<file path="src/rtl/core/ale_pkg.sv">
// Shared types, constants and the channel order table of the LED bit encoder.
// No dependencies; used by every module in rtl/core.
package ale_pkg;

    localparam int NUM_LANES = 4;

    localparam logic [7:0]  FAST_HIGH_ONE  = 8'd62;
    localparam logic [7:0]  FAST_HIGH_ZERO = 8'd28;
    localparam logic [13:0] FAST_LOW       = 14'd68;
    localparam logic [7:0]  SLOW_HIGH_ONE  = 8'd125;
    localparam logic [7:0]  SLOW_HIGH_ZERO = 8'd55;
    localparam logic [13:0] SLOW_LOW       = 14'd150;
    localparam logic [13:0] LATCH_LEN      = 14'd7680;
    localparam logic [7:0]  FULL_SCALE     = 8'd255;

    localparam logic [4:0]  BITS_THREE = 5'd23;
    localparam logic [4:0]  BITS_FOUR  = 5'd31;

    typedef enum logic [1:0] {
        REG_ORDER_CODE    = 2'd0,
        REG_FOUR_CHANNELS = 2'd1,
        REG_SLOW_RATE     = 2'd2,
        REG_BRIGHTNESS    = 2'd3
    } reg_index_t;

    typedef struct packed {
        logic [NUM_LANES-1:0][7:0] bytes;
        logic                      four_channels;
        logic                      frame_end;
    } load_t;

    typedef logic [1:0] chan_t;

    function automatic chan_t chan_order(input logic [3:0] code, input logic [1:0] slot);
        logic [7:0] row;
        begin
            case (code)
                4'd0:    row = {2'd3, 2'd2, 2'd1, 2'd0};
                4'd1:    row = {2'd3, 2'd1, 2'd2, 2'd0};
                4'd2:    row = {2'd3, 2'd2, 2'd0, 2'd1};
                4'd3:    row = {2'd3, 2'd0, 2'd2, 2'd1};
                4'd4:    row = {2'd3, 2'd1, 2'd0, 2'd2};
                4'd5:    row = {2'd3, 2'd0, 2'd1, 2'd2};
                4'd6:    row = {2'd2, 2'd1, 2'd0, 2'd3};
                4'd7:    row = {2'd3, 2'd2, 2'd1, 2'd0};
                4'd8:    row = {2'd1, 2'd2, 2'd0, 2'd3};
                4'd9:    row = {2'd1, 2'd2, 2'd3, 2'd0};
                4'd10:   row = {2'd2, 2'd0, 2'd3, 2'd1};
                4'd11:   row = {2'd2, 2'd3, 2'd0, 2'd1};
                4'd12:   row = {2'd0, 2'd3, 2'd2, 2'd1};
                4'd13:   row = {2'd0, 2'd2, 2'd3, 2'd1};
                4'd14:   row = {2'd1, 2'd0, 2'd3, 2'd2};
                4'd15:   row = {2'd1, 2'd3, 2'd0, 2'd2};
                default: row = {2'd3, 2'd2, 2'd1, 2'd0};
            endcase
            chan_order = row[slot*2 +: 2];
        end
    endfunction

endpackage

</file>
<file path="src/rtl/core/ale_lane.sv">
// One channel lane: pick the byte for this slot and apply the brightness scale.
// Depends on ale_pkg.
module ale_lane (
    input  logic [ale_pkg::NUM_LANES-1:0][7:0] pixel,
    input  ale_pkg::chan_t                     chan_sel,
    input  logic [7:0]                         brightness,
    output logic [7:0]                         value
);

    logic [7:0]  picked;
    logic [15:0] product;

    assign picked  = pixel[chan_sel];
    assign product = picked * brightness;
    assign value   = (brightness == ale_pkg::FULL_SCALE) ? picked : product[15:8];

endmodule

</file>
<file path="src/rtl/core/ale_serializer.sv">
// Merging stage: shifts lane bytes out MSB first as pulse results, latch if frame_end.
// Depends on ale_pkg.
module ale_serializer (
    input  logic            aclk,
    input  logic            aresetn,
    input  logic            slow_rate,
    input  logic            load_valid,
    input  ale_pkg::load_t  load,
    output logic            load_ready,
    output logic            m_valid,
    input  logic            m_ready,
    output logic [7:0]      m_high_len,
    output logic [13:0]     m_low_len,
    output logic            m_is_latch,
    output logic            m_last_of_item
);

    logic        active_reg, active_next;
    logic        latch_reg, latch_next;
    logic        end_reg, end_next;
    logic [4:0]  cnt_reg, cnt_next;
    logic [31:0] data_reg, data_next;
    logic        out_take;
    logic        finishing;

    assign out_take   = active_reg && m_ready;
    assign finishing  = out_take && (latch_reg || (cnt_reg == 5'd0 && !end_reg));
    assign load_ready = !active_reg || finishing;

    always_comb begin
        active_next = active_reg;
        latch_next  = latch_reg;
        end_next    = end_reg;
        cnt_next    = cnt_reg;
        data_next   = data_reg;
        if (out_take) begin
            if (latch_reg) begin
                active_next = 1'b0;
            end else if (cnt_reg == 5'd0) begin
                if (end_reg) begin
                    latch_next = 1'b1;
                end else begin
                    active_next = 1'b0;
                end
            end else begin
                cnt_next  = cnt_reg - 5'd1;
                data_next = {data_reg[30:0], 1'b0};
            end
        end
        if (load_valid && load_ready) begin
            active_next = 1'b1;
            latch_next  = 1'b0;
            end_next    = load.frame_end;
            cnt_next    = load.four_channels ? ale_pkg::BITS_FOUR : ale_pkg::BITS_THREE;
            data_next   = {load.bytes[0], load.bytes[1], load.bytes[2], load.bytes[3]};
        end
    end

    always_ff @(posedge aclk) begin
        if (!aresetn) begin
            active_reg <= 1'b0;
            latch_reg  <= 1'b0;
            end_reg    <= 1'b0;
            cnt_reg    <= 5'd0;
        end else begin
            active_reg <= active_next;
            latch_reg  <= latch_next;
            end_reg    <= end_next;
            cnt_reg    <= cnt_next;
        end
        data_reg <= data_next;
    end

    always_comb begin
        if (latch_reg) begin
            m_high_len = 8'd0;
            m_low_len  = ale_pkg::LATCH_LEN;
        end else if (slow_rate) begin
            m_high_len = data_reg[31] ? ale_pkg::SLOW_HIGH_ONE : ale_pkg::SLOW_HIGH_ZERO;
            m_low_len  = ale_pkg::SLOW_LOW;
        end else begin
            m_high_len = data_reg[31] ? ale_pkg::FAST_HIGH_ONE : ale_pkg::FAST_HIGH_ZERO;
            m_low_len  = ale_pkg::FAST_LOW;
        end
    end

    assign m_valid        = active_reg;
    assign m_is_latch     = latch_reg;
    assign m_last_of_item = latch_reg || (cnt_reg == 5'd0 && !end_reg);

endmodule

</file>
<file path="src/rtl/core/addressable_led_bit_encoder.sv">
// Top level of the LED bit encoder: APB registers, four lanes, lane register, serializer.
// Depends on ale_pkg, ale_lane and ale_serializer.
//
//  channel  | direction | ports
//  ---------+-----------+-------------------------------------------------------
//  pixel    | in        | s_valid s_ready s_red s_green s_blue s_white s_frame_end
//  pulse    | out       | m_valid m_ready m_high_len m_low_len m_is_latch m_last_of_item
//  config   | in        | psel penable pwrite paddr pwdata prdata pready
//
// One pixel gives 24 or 32 pulse transactions plus one latch transaction when frame_end
// is set, one transaction per cycle from the serializer shift register unless stalled.
// The next pixel waits in the lane register, so the serializer runs without gaps.
// aresetn (synchronous) clears all control state and the registers to their defaults.
// A stall on m_ready holds the current transaction and backs up into s_ready.
module addressable_led_bit_encoder (
    input  logic        aclk,
    input  logic        aresetn,
    input  logic        s_valid,
    output logic        s_ready,
    input  logic [7:0]  s_red,
    input  logic [7:0]  s_green,
    input  logic [7:0]  s_blue,
    input  logic [7:0]  s_white,
    input  logic        s_frame_end,
    output logic        m_valid,
    input  logic        m_ready,
    output logic [7:0]  m_high_len,
    output logic [13:0] m_low_len,
    output logic        m_is_latch,
    output logic        m_last_of_item,
    input  logic        psel,
    input  logic        penable,
    input  logic        pwrite,
    input  logic [3:0]  paddr,
    input  logic [31:0] pwdata,
    output logic [31:0] prdata,
    output logic        pready
);

    logic [3:0] order_code_reg;
    logic       four_channels_reg;
    logic       slow_rate_reg;
    logic [7:0] brightness_reg;
    logic       cfg_write;
    ale_pkg::reg_index_t cfg_index;

    assign pready    = 1'b1;
    assign cfg_write = psel && penable && pwrite;
    assign cfg_index = ale_pkg::reg_index_t'(paddr[3:2]);

    always_ff @(posedge aclk) begin
        if (!aresetn) begin
            order_code_reg    <= 4'd0;
            four_channels_reg <= 1'b0;
            slow_rate_reg     <= 1'b0;
            brightness_reg    <= ale_pkg::FULL_SCALE;
        end else if (cfg_write) begin
            case (cfg_index)
                ale_pkg::REG_ORDER_CODE:    order_code_reg    <= pwdata[3:0];
                ale_pkg::REG_FOUR_CHANNELS: four_channels_reg <= pwdata[0];
                ale_pkg::REG_SLOW_RATE:     slow_rate_reg     <= pwdata[0];
                ale_pkg::REG_BRIGHTNESS:    brightness_reg    <= pwdata[7:0];
                default: ;
            endcase
        end
    end

    always_comb begin
        case (cfg_index)
            ale_pkg::REG_ORDER_CODE:    prdata = {28'd0, order_code_reg};
            ale_pkg::REG_FOUR_CHANNELS: prdata = {31'd0, four_channels_reg};
            ale_pkg::REG_SLOW_RATE:     prdata = {31'd0, slow_rate_reg};
            ale_pkg::REG_BRIGHTNESS:    prdata = {24'd0, brightness_reg};
            default:                    prdata = 32'd0;
        endcase
    end

    logic [ale_pkg::NUM_LANES-1:0][7:0] pixel;
    logic [ale_pkg::NUM_LANES-1:0][7:0] lane_value;

    assign pixel = {s_white, s_blue, s_green, s_red};

    for (genvar g = 0; g < ale_pkg::NUM_LANES; g++) begin : g_lane
        ale_lane u_lane (
            .pixel      (pixel),
            .chan_sel   (ale_pkg::chan_order(order_code_reg, 2'(g))),
            .brightness (brightness_reg),
            .value      (lane_value[g])
        );
    end

    logic           stage_valid_reg;
    ale_pkg::load_t stage_reg;
    logic           load_ready;

    assign s_ready = !stage_valid_reg || load_ready;

    always_ff @(posedge aclk) begin
        if (!aresetn) begin
            stage_valid_reg <= 1'b0;
        end else if (s_ready) begin
            stage_valid_reg <= s_valid;
        end
        if (s_valid && s_ready) begin
            stage_reg.bytes         <= lane_value;
            stage_reg.four_channels <= four_channels_reg;
            stage_reg.frame_end     <= s_frame_end;
        end
    end

    ale_serializer u_serializer (
        .aclk           (aclk),
        .aresetn        (aresetn),
        .slow_rate      (slow_rate_reg),
        .load_valid     (stage_valid_reg),
        .load           (stage_reg),
        .load_ready     (load_ready),
        .m_valid        (m_valid),
        .m_ready        (m_ready),
        .m_high_len     (m_high_len),
        .m_low_len      (m_low_len),
        .m_is_latch     (m_is_latch),
        .m_last_of_item (m_last_of_item)
    );

    a_latch_is_last: assert property (@(posedge aclk) disable iff (!aresetn)
        (m_valid && m_is_latch) |-> (m_last_of_item && m_high_len == 8'd0))
        else $error("latch transaction not marked last");

    a_no_double_latch: assert property (@(posedge aclk) disable iff (!aresetn)
        (m_valid && m_ready && m_is_latch) |=> !(m_valid && m_is_latch))
        else $error("two latch transactions in a row");

    a_no_gap_in_pixel: assert property (@(posedge aclk) disable iff (!aresetn)
        (m_valid && m_ready && !m_last_of_item) |=> m_valid)
        else $error("gap inside a pixel");

    a_stall_backs_up: assert property (@(posedge aclk) disable iff (!aresetn)
        !s_ready |-> (m_valid && !m_ready) || (m_valid && !m_last_of_item))
        else $error("input stalled while serializer could take the next pixel");

endmodule

</file>
<file path="config.mk">
export PLATFORM = sky130hd
export DESIGN_NAME = addressable_led_bit_encoder
export DESIGN_NICKNAME = d
export VERILOG_FILES = /design/src/rtl/core/ale_pkg.sv /design/src/rtl/core/ale_lane.sv /design/src/rtl/core/ale_serializer.sv /design/src/rtl/core/addressable_led_bit_encoder.sv
export SDC_FILE = /design/constraint.sdc
export NUM_CORES = 1
export LEC_CHECK = 0
export ABC_AREA = 1
export BUFFER_PORTS_ARGS = -buffer_cell sky130_fd_sc_hd__buf_4
export CAP_MARGIN = 20
export CORE_ASPECT_RATIO = 1.1
export CORE_MARGIN = 2
export CORE_UTILIZATION = 60
export DETAILED_ROUTE_END_ITERATION = 16
export GPL_ROUTABILITY_DRIVEN = 0
export PLACE_DENSITY = 0.84
export SYNTH_ARGS = -nofsm -noshare
export SYNTH_HDL_FRONTEND = slang
export SYNTH_HIERARCHICAL = 1
export SYNTH_SLANG_ARGS = --single-unit
</file>
<file path="constraint.sdc">
create_clock -name aclk -period 5.1 [get_ports aclk]
set_clock_uncertainty 0.05 [all_clocks]
set_input_delay 0.51 -clock aclk [delete_from_list [all_inputs] [get_ports aclk]]
set_output_delay 0.51 -clock aclk [all_outputs]
set_load 0.005 [all_outputs]
</file>
* After elaboration in Yosys (flattened, before gate mapping)
Memories as Yosys holds them, arrays and structs flattened. A register that Yosys moved wholly into a read port is not among the register bits.
Index checks and enable logic that the tools add are counted.
** Word-level totals
- Memory bits (writable) :: 0
- Output and inout port bits :: 59
- Bits of input ports :: 76
- Bits in registers :: 89
- Latch bits :: 0
- Memories kept :: 4
- Bits in read-only memories :: 512
** Memory list
- (no name shown) :: depth 16, width 8, rd ports 1, clocked after Yosys merged registers in 1, wr ports 0, RTL line ale_pkg.sv:37 : case (code)
- (no name shown) :: depth 16, width 8, rd ports 1, clocked after Yosys merged registers in 1, wr ports 0, RTL line ale_pkg.sv:37
- (no name shown) :: depth 16, width 8, rd ports 1, clocked after Yosys merged registers in 1, wr ports 0, RTL line ale_pkg.sv:37
- (no name shown) :: depth 16, width 8, rd ports 1, clocked after Yosys merged registers in 1, wr ports 0, RTL line ale_pkg.sv:37
** Cells by class
- Equality and inequality tests :: 7
- Reduce and logical (&&, ||, !) cells :: 24
- Multipliers :: 4
- Div/mod/pow operators :: 0
- Bitwise gates (word level) :: 1
- Shift-type cells :: 0
- Add/subtract/negate cells :: 1
- Magnitude comparators :: 4
- Multiplexer cells :: 44
** Operator list (count)
- $mux W32 :: 4
- $pmux W32 S4 :: 1
- $mux W8 :: 11
- $bmux W8 S2 :: 4
- $mul A8 B8 Y16 :: 4
- $mux W4 :: 9
- $mux W5 :: 4
- $mux W14 :: 1
- $lt A2 B3 Y1 const B :: 4
- $eq A8 B8 Y1 const B :: 1
- $mux W1 :: 8
- $reduce_and A2 Y1 :: 4
- $logic_and A1 B1 Y1 :: 7
- $mux W7 :: 1
- $mux W6 :: 1
- $reduce_and A3 Y1 :: 2
- $logic_not A5 Y1 :: 1
- $sub A5 B1 Y5 const B :: 1
- $eq A2 B2 Y1 const B :: 2
- $ne A2 B2 Y1 const B :: 2
- $logic_not A1 Y1 :: 3
- $logic_or A1 B1 Y1 :: 3
- $ne A3 B2 Y1 const B :: 1
- $reduce_bool A3 Y1 :: 1
- 5 further kinds :: 5

* Depth between registers and ports, before layout
- Depth after elaboration :: 8
- Depth in mapped cells :: 25
- Depth with buffers taken out :: 23

* Modules after synthesis
Netlist, hierarchy kept.
** Modules (own cells, without submodules)
- ale_lane (g_lane[0].u_lane) :: seq. area each 0.0 um^2, times used 1, cells an instance 354, area an instance 2424.8 um^2
- ale_lane (g_lane[1].u_lane) :: seq. area each 0.0 um^2, times used 1, cells an instance 362, area an instance 2424.8 um^2
- addressable_led_bit_encoder :: seq. area each 1481.4 um^2, times used 1, cells an instance 226, area an instance 2422.3 um^2
- ale_lane (g_lane[2].u_lane) :: seq. area each 0.0 um^2, times used 1, cells an instance 360, area an instance 2411.1 um^2
- ale_lane (g_lane[3].u_lane) :: seq. area each 0.0 um^2, times used 1, cells an instance 360, area an instance 2406.1 um^2
- ale_serializer :: seq. area each 1121.1 um^2, times used 1, cells an instance 230, area an instance 2038.2 um^2

* Worst setup path after synthesis
Ideal clock, no wire load.
- Kind :: register to register
- Start point :: register with a tool-made name
- End point :: register stage_reg[9] (netlist bit) (data pin)
- Arrival time :: 4.388 ns
- Clock period less this slack :: 4.693 ns
- Required time :: 4.795 ns
- Path slack :: 0.407 ns
- Cell stages (with the launch flop) :: 22
- Path buffers :: 2
- Path through :: dfxtp_1 > buf_6 > inv_6 > buf_2 > nand2_1 > nand3_1 > nand2_1 > nor2_1 > fa_1 > fa_1 > fa_1 > inv_1 > fa_1 > inv_1 > ha_1 > a21o_1 > a21oi_1 > nor2_1 > a211oi_1 > nand3_1 > nand3_1 > nand2_1
** RTL lines
- end, declared :: RTL line addressable_led_bit_encoder.sv:93 : ale_pkg::load_t stage_reg;

==> impl.org <==
** Status
- The flow ran to the end, and the final reports show no timing, DRC or antenna violations.

** Power
- Static power due to leakage :: 8.43 nW
- Power density over the cells :: 711 nW/µm²
- Total power draw :: 11.0 mW
- Maximum vdd ir drop :: 0.638 mV

** Final layout
- The area growth from synthesis to layout is 9.34%.
- Final instance area :: 15400 µm²
- Most used cells in the layout excluding fill and tap cells :: sky130_fd_sc_hd__nand2_1, sky130_fd_sc_hd__inv_1, sky130_fd_sc_hd__nor2_1
- 0 antenna diodes ended up in the layout.
- Leaving out fill and tap cells, the most frequent cell in the layout is sky130_fd_sc_hd__nand2_1.
- Layout cells sized above 1 :: 13.0%
- The final layout contains 2345 nets.
- Share of the core filled with cells :: 67.1%
- The register with the most flip-flops in the layout has 34 of them.

** Clock tree
- CTS Buffer Depth :: 2
- Total CTS buffers :: 9
- The clock net in this run drives a total of 97 sinks.
- CTS Root Buffer Type :: sky130_fd_sc_hd__clkbuf_16
- Clock latency of the later-clocked register in the worst-skew pair :: 0.36 ns
- TritonCTS built the clock tree.
- CTS HTree Levels :: 3
- Clock-pin slew was measured on the worst setup and hold paths at 0.07 ns.

** Synth
- The Yosys step of the flow raised 6 warnings.
- Yosys attributes the largest share of cell area to sky130_fd_sc_hd__fa_1, sky130_fd_sc_hd__edfxtp_1, sky130_fd_sc_hd__nand2_1, sky130_fd_sc_hd__ha_1, sky130_fd_sc_hd__inv_1.
- A synthesized cell averages 7.47 µm².
- Synthesis produced a netlist whose cell count is 1892.
- Synth cell types :: 50
- Synth top area share :: 19.8%
- Sequential elements use 18.4% of the synthesized area.
- The largest total area in the synthesized netlist belongs to sky130_fd_sc_hd__fa_1.
- Flops & latches, synth :: 97
- In this run the cell area of the synthesized design comes to 14100 µm².

** Critical path
- For this run, the slowest stage of the critical path takes 0.51 ns.
- The most critical setup path has its endpoint at stage_reg[17]$_DFFE_PP_.
- Crit-path slowest cell :: sky130_fd_sc_hd__fa_1
- Worst Reg-to-Reg Cells :: 23
- Critical Path Sink Type :: flip-flop
- Signal arrival time at the worst endpoint :: 4.99 ns
- Reg-to-reg slack, setup :: 0.17 ns
- Traced cell by cell, the critical path runs through buf_6 -> inv_6 -> nand2_1 -> nand3_1 -> nand2_1 -> buf_4 -> inv_1 -> nand2_1 -> fa_1 -> fa_1 -> inv_1 -> fa_1 -> inv_1 -> fa_1 -> inv_1 -> ha_1 -> a21o_1 -> a31oi_2 -> nor2_1 -> nor3_2 -> nand3_1 -> nand3_1 -> nand2_1.
- Kind of critical path :: flip-flop to flip-flop
- The endpoint identified for the worst register-to-register timing path is stage_reg[17]$_DFFE_PP_.
- Critical path required time :: 5.16 ns
- Type of origin of the critical path :: flip-flop
- Of all nets on the critical path, the largest fanout is 17.

** STA
- Measured against its own limit, the worst slew margin works out to 45.3%.
- Slew of the pin with the lowest slew margin :: 0.820 ns
- The number of max-slew violations in the final report is 0.
- Post-route minimum period :: 4.93 ns
- Static timing analysis puts the maximum clock frequency at 0.203 GHz.
- Final setup fails :: 0
- Final hold violations :: 0
- Fin Hold WS :: 0.277 ns
- In the post-route analysis, the smallest setup slack over all paths is 0.174 ns.
- The worst path uses 96.6% of the clock period.

** Die
- Starting Density :: 61.4%
- The die covers 24800 µm².
- In this run the core area contains 58 standard-cell rows.
- The die is 165 µm tall.
- Chip Width :: 150 µm
- Top-level port count :: 135
- Area of the core :: 23000 µm²

** Place
- The wire-length estimate of the detail-placed layout is 28.7 mm.
- In this run the cell area measured after placement is 15100 µm².
- Placement-stage worst setup slack :: 0.0300 ns
- Input/output buffers :: 77

** GRT
- GR Util met2 :: 51.0%
- Congestion Overflow GR :: 0
- The via count of the first global-routing pass was 12600.
- Global-route track usage on met1 :: 38.2%
- Global routing consumed, on the met3 layer, 3.90% of the routing resources.
- Global routing consumed, over all layers together, 30.3% of the routing resources.
- Wire length of the first global-routing pass :: 59.4 mm
- The number of antenna violations at the first check in global routing is 0.
- Global-route layer with the greatest usage :: met2
- Entering global routing, the biggest net connects 42 pins.

** Worst hold path
- Hold crit path type :: input pin to flip-flop

** Routing
- Detailed-route via count :: 12900
- The detailed router finished its first iteration with 1151 violations.
- Average wire per cell in the routed design :: 15.9 µm
- In the routed layout, each cell is associated on average with a via count of 5.64.
- Number of iterations in the first detailed-routing pass :: 6
- After detailed routing, the number of remaining DRC violations is 0.
- The count of nets left with antenna violations once routing finished came out at 0.
- Final Routed Wirelength :: 36.5 mm

** Run
- Number of maximum-capacitance constraint violations :: 0
[how the worst min path moves through the flow]
stage	endpoint	from	slack, ns	cells past startpoint
after global placement	four_channels_reg$_SDFFE_PN0P_	four_channels_reg$_SDFFE_PN0P_	0.40	2
after global routing	stage_reg[0]$_DFFE_PP_	s_frame_end	0.28	1
after CTS	stage_reg[0]$_DFFE_PP_	s_frame_end	0.27	1
after floorplan	stage_reg[1]$_DFFE_PP_	four_channels_reg$_SDFFE_PN0P_	0.38	0
final	stage_reg[0]$_DFFE_PP_	s_frame_end	0.28	1
after detailed placement	stage_reg[1]$_DFFE_PP_	four_channels_reg$_SDFFE_PN0P_	0.41	0
[power by group]
group / internal [mW] / switching, mW / leakage [nW] / total, mW
logic: 3.47 / 5.70 / 7.41 / 9.17
clock network: 0.341 / 0.332 / 0.135 / 0.674
registers: 1.08 / 0.0551 / 0.886 / 1.13
total: 4.89 / 6.09 / 8.43 / 11.0
[cells by family (layout without fill, tap and decap cells)]
| logic type | count (synthesis) | count (layout) | share of synthesized area [%] |
|---|---|---|---|
| adder cells (fa/ha/maj) | 284 | 284 | 32.6 |
| AND/OR/NAND/NOR | 993 | 993 | 30.8 |
| flip-flops | 97 | 97 | 18.4 |
| buffers and inverters | 371 | 441 | 11.9 |
| XOR/XNOR | 13 | 13 | 0.806 |
| AO/OA/AOI/OAI | 131 | 131 | 5.44 |
| other | 3 | 31 | 0.0797 |
[synthesized netlist by cell type (all sizes together)]
master / n
o21ai: 39
nand2: 534
nor3: 12
conb: 3
inv: 303
a211oi: 3
nand3b: 3
xor2: 8
nor2: 280
a31oi: 4
a221oi: 1
ha: 144
edfxtp: 66
o31ai: 3
nand4: 11
fa: 140
o22ai: 4
o21a: 2
a21oi: 53
nor4: 4
a31o: 1
a21o: 7
o21bai: 3
buf: 68
a21boi: 3
o211ai: 7
nand3: 144
xnor2: 5
or2: 5
a22o: 1
dfxtp: 31
[critical path, delay by kind of cell, from the launching register on]
kind	cells	cell delay [ns]
buf+inv	7	0.83
fa+ha+maj	5	2.14
flops	1	0.33
simple gates	9	0.91
compound gates	2	0.41
[metal layers]
layer | vias to the layer above | share of wire (%)
li1 | 6048 | -
met1 | 6003 | 39
met2 | 730 | 48
met3 | 137 | 8.8
met4 | 0 | 4.8
met5 | - | 0
[cell type report]
class	count	area, µm²
sequential	97	2610
timing repair buffer	122	977
inverter	303	1170
clock buffer	9	225
multi-input combinational	1452	10000
fill	1849	7560
tap	300	375
clock inverter	7	61.3
[timing repair]
action / 4_1_cts / 5_1_grt
setup endpoints to repair: 0 / 14
setup buffers: 0 / 0
hold buffers: 0 / 0
gates resized for setup: 0 / 28
[per-stage QoR]
stage               instances  setup TNS [ns]
detailed placement       2274               0
floorplan                1920               0
global route             2290         -0.0442
global placement         2273               0
CTS                      2290               0
finish                   2290               0
Power figures use the tool's default switching activity.
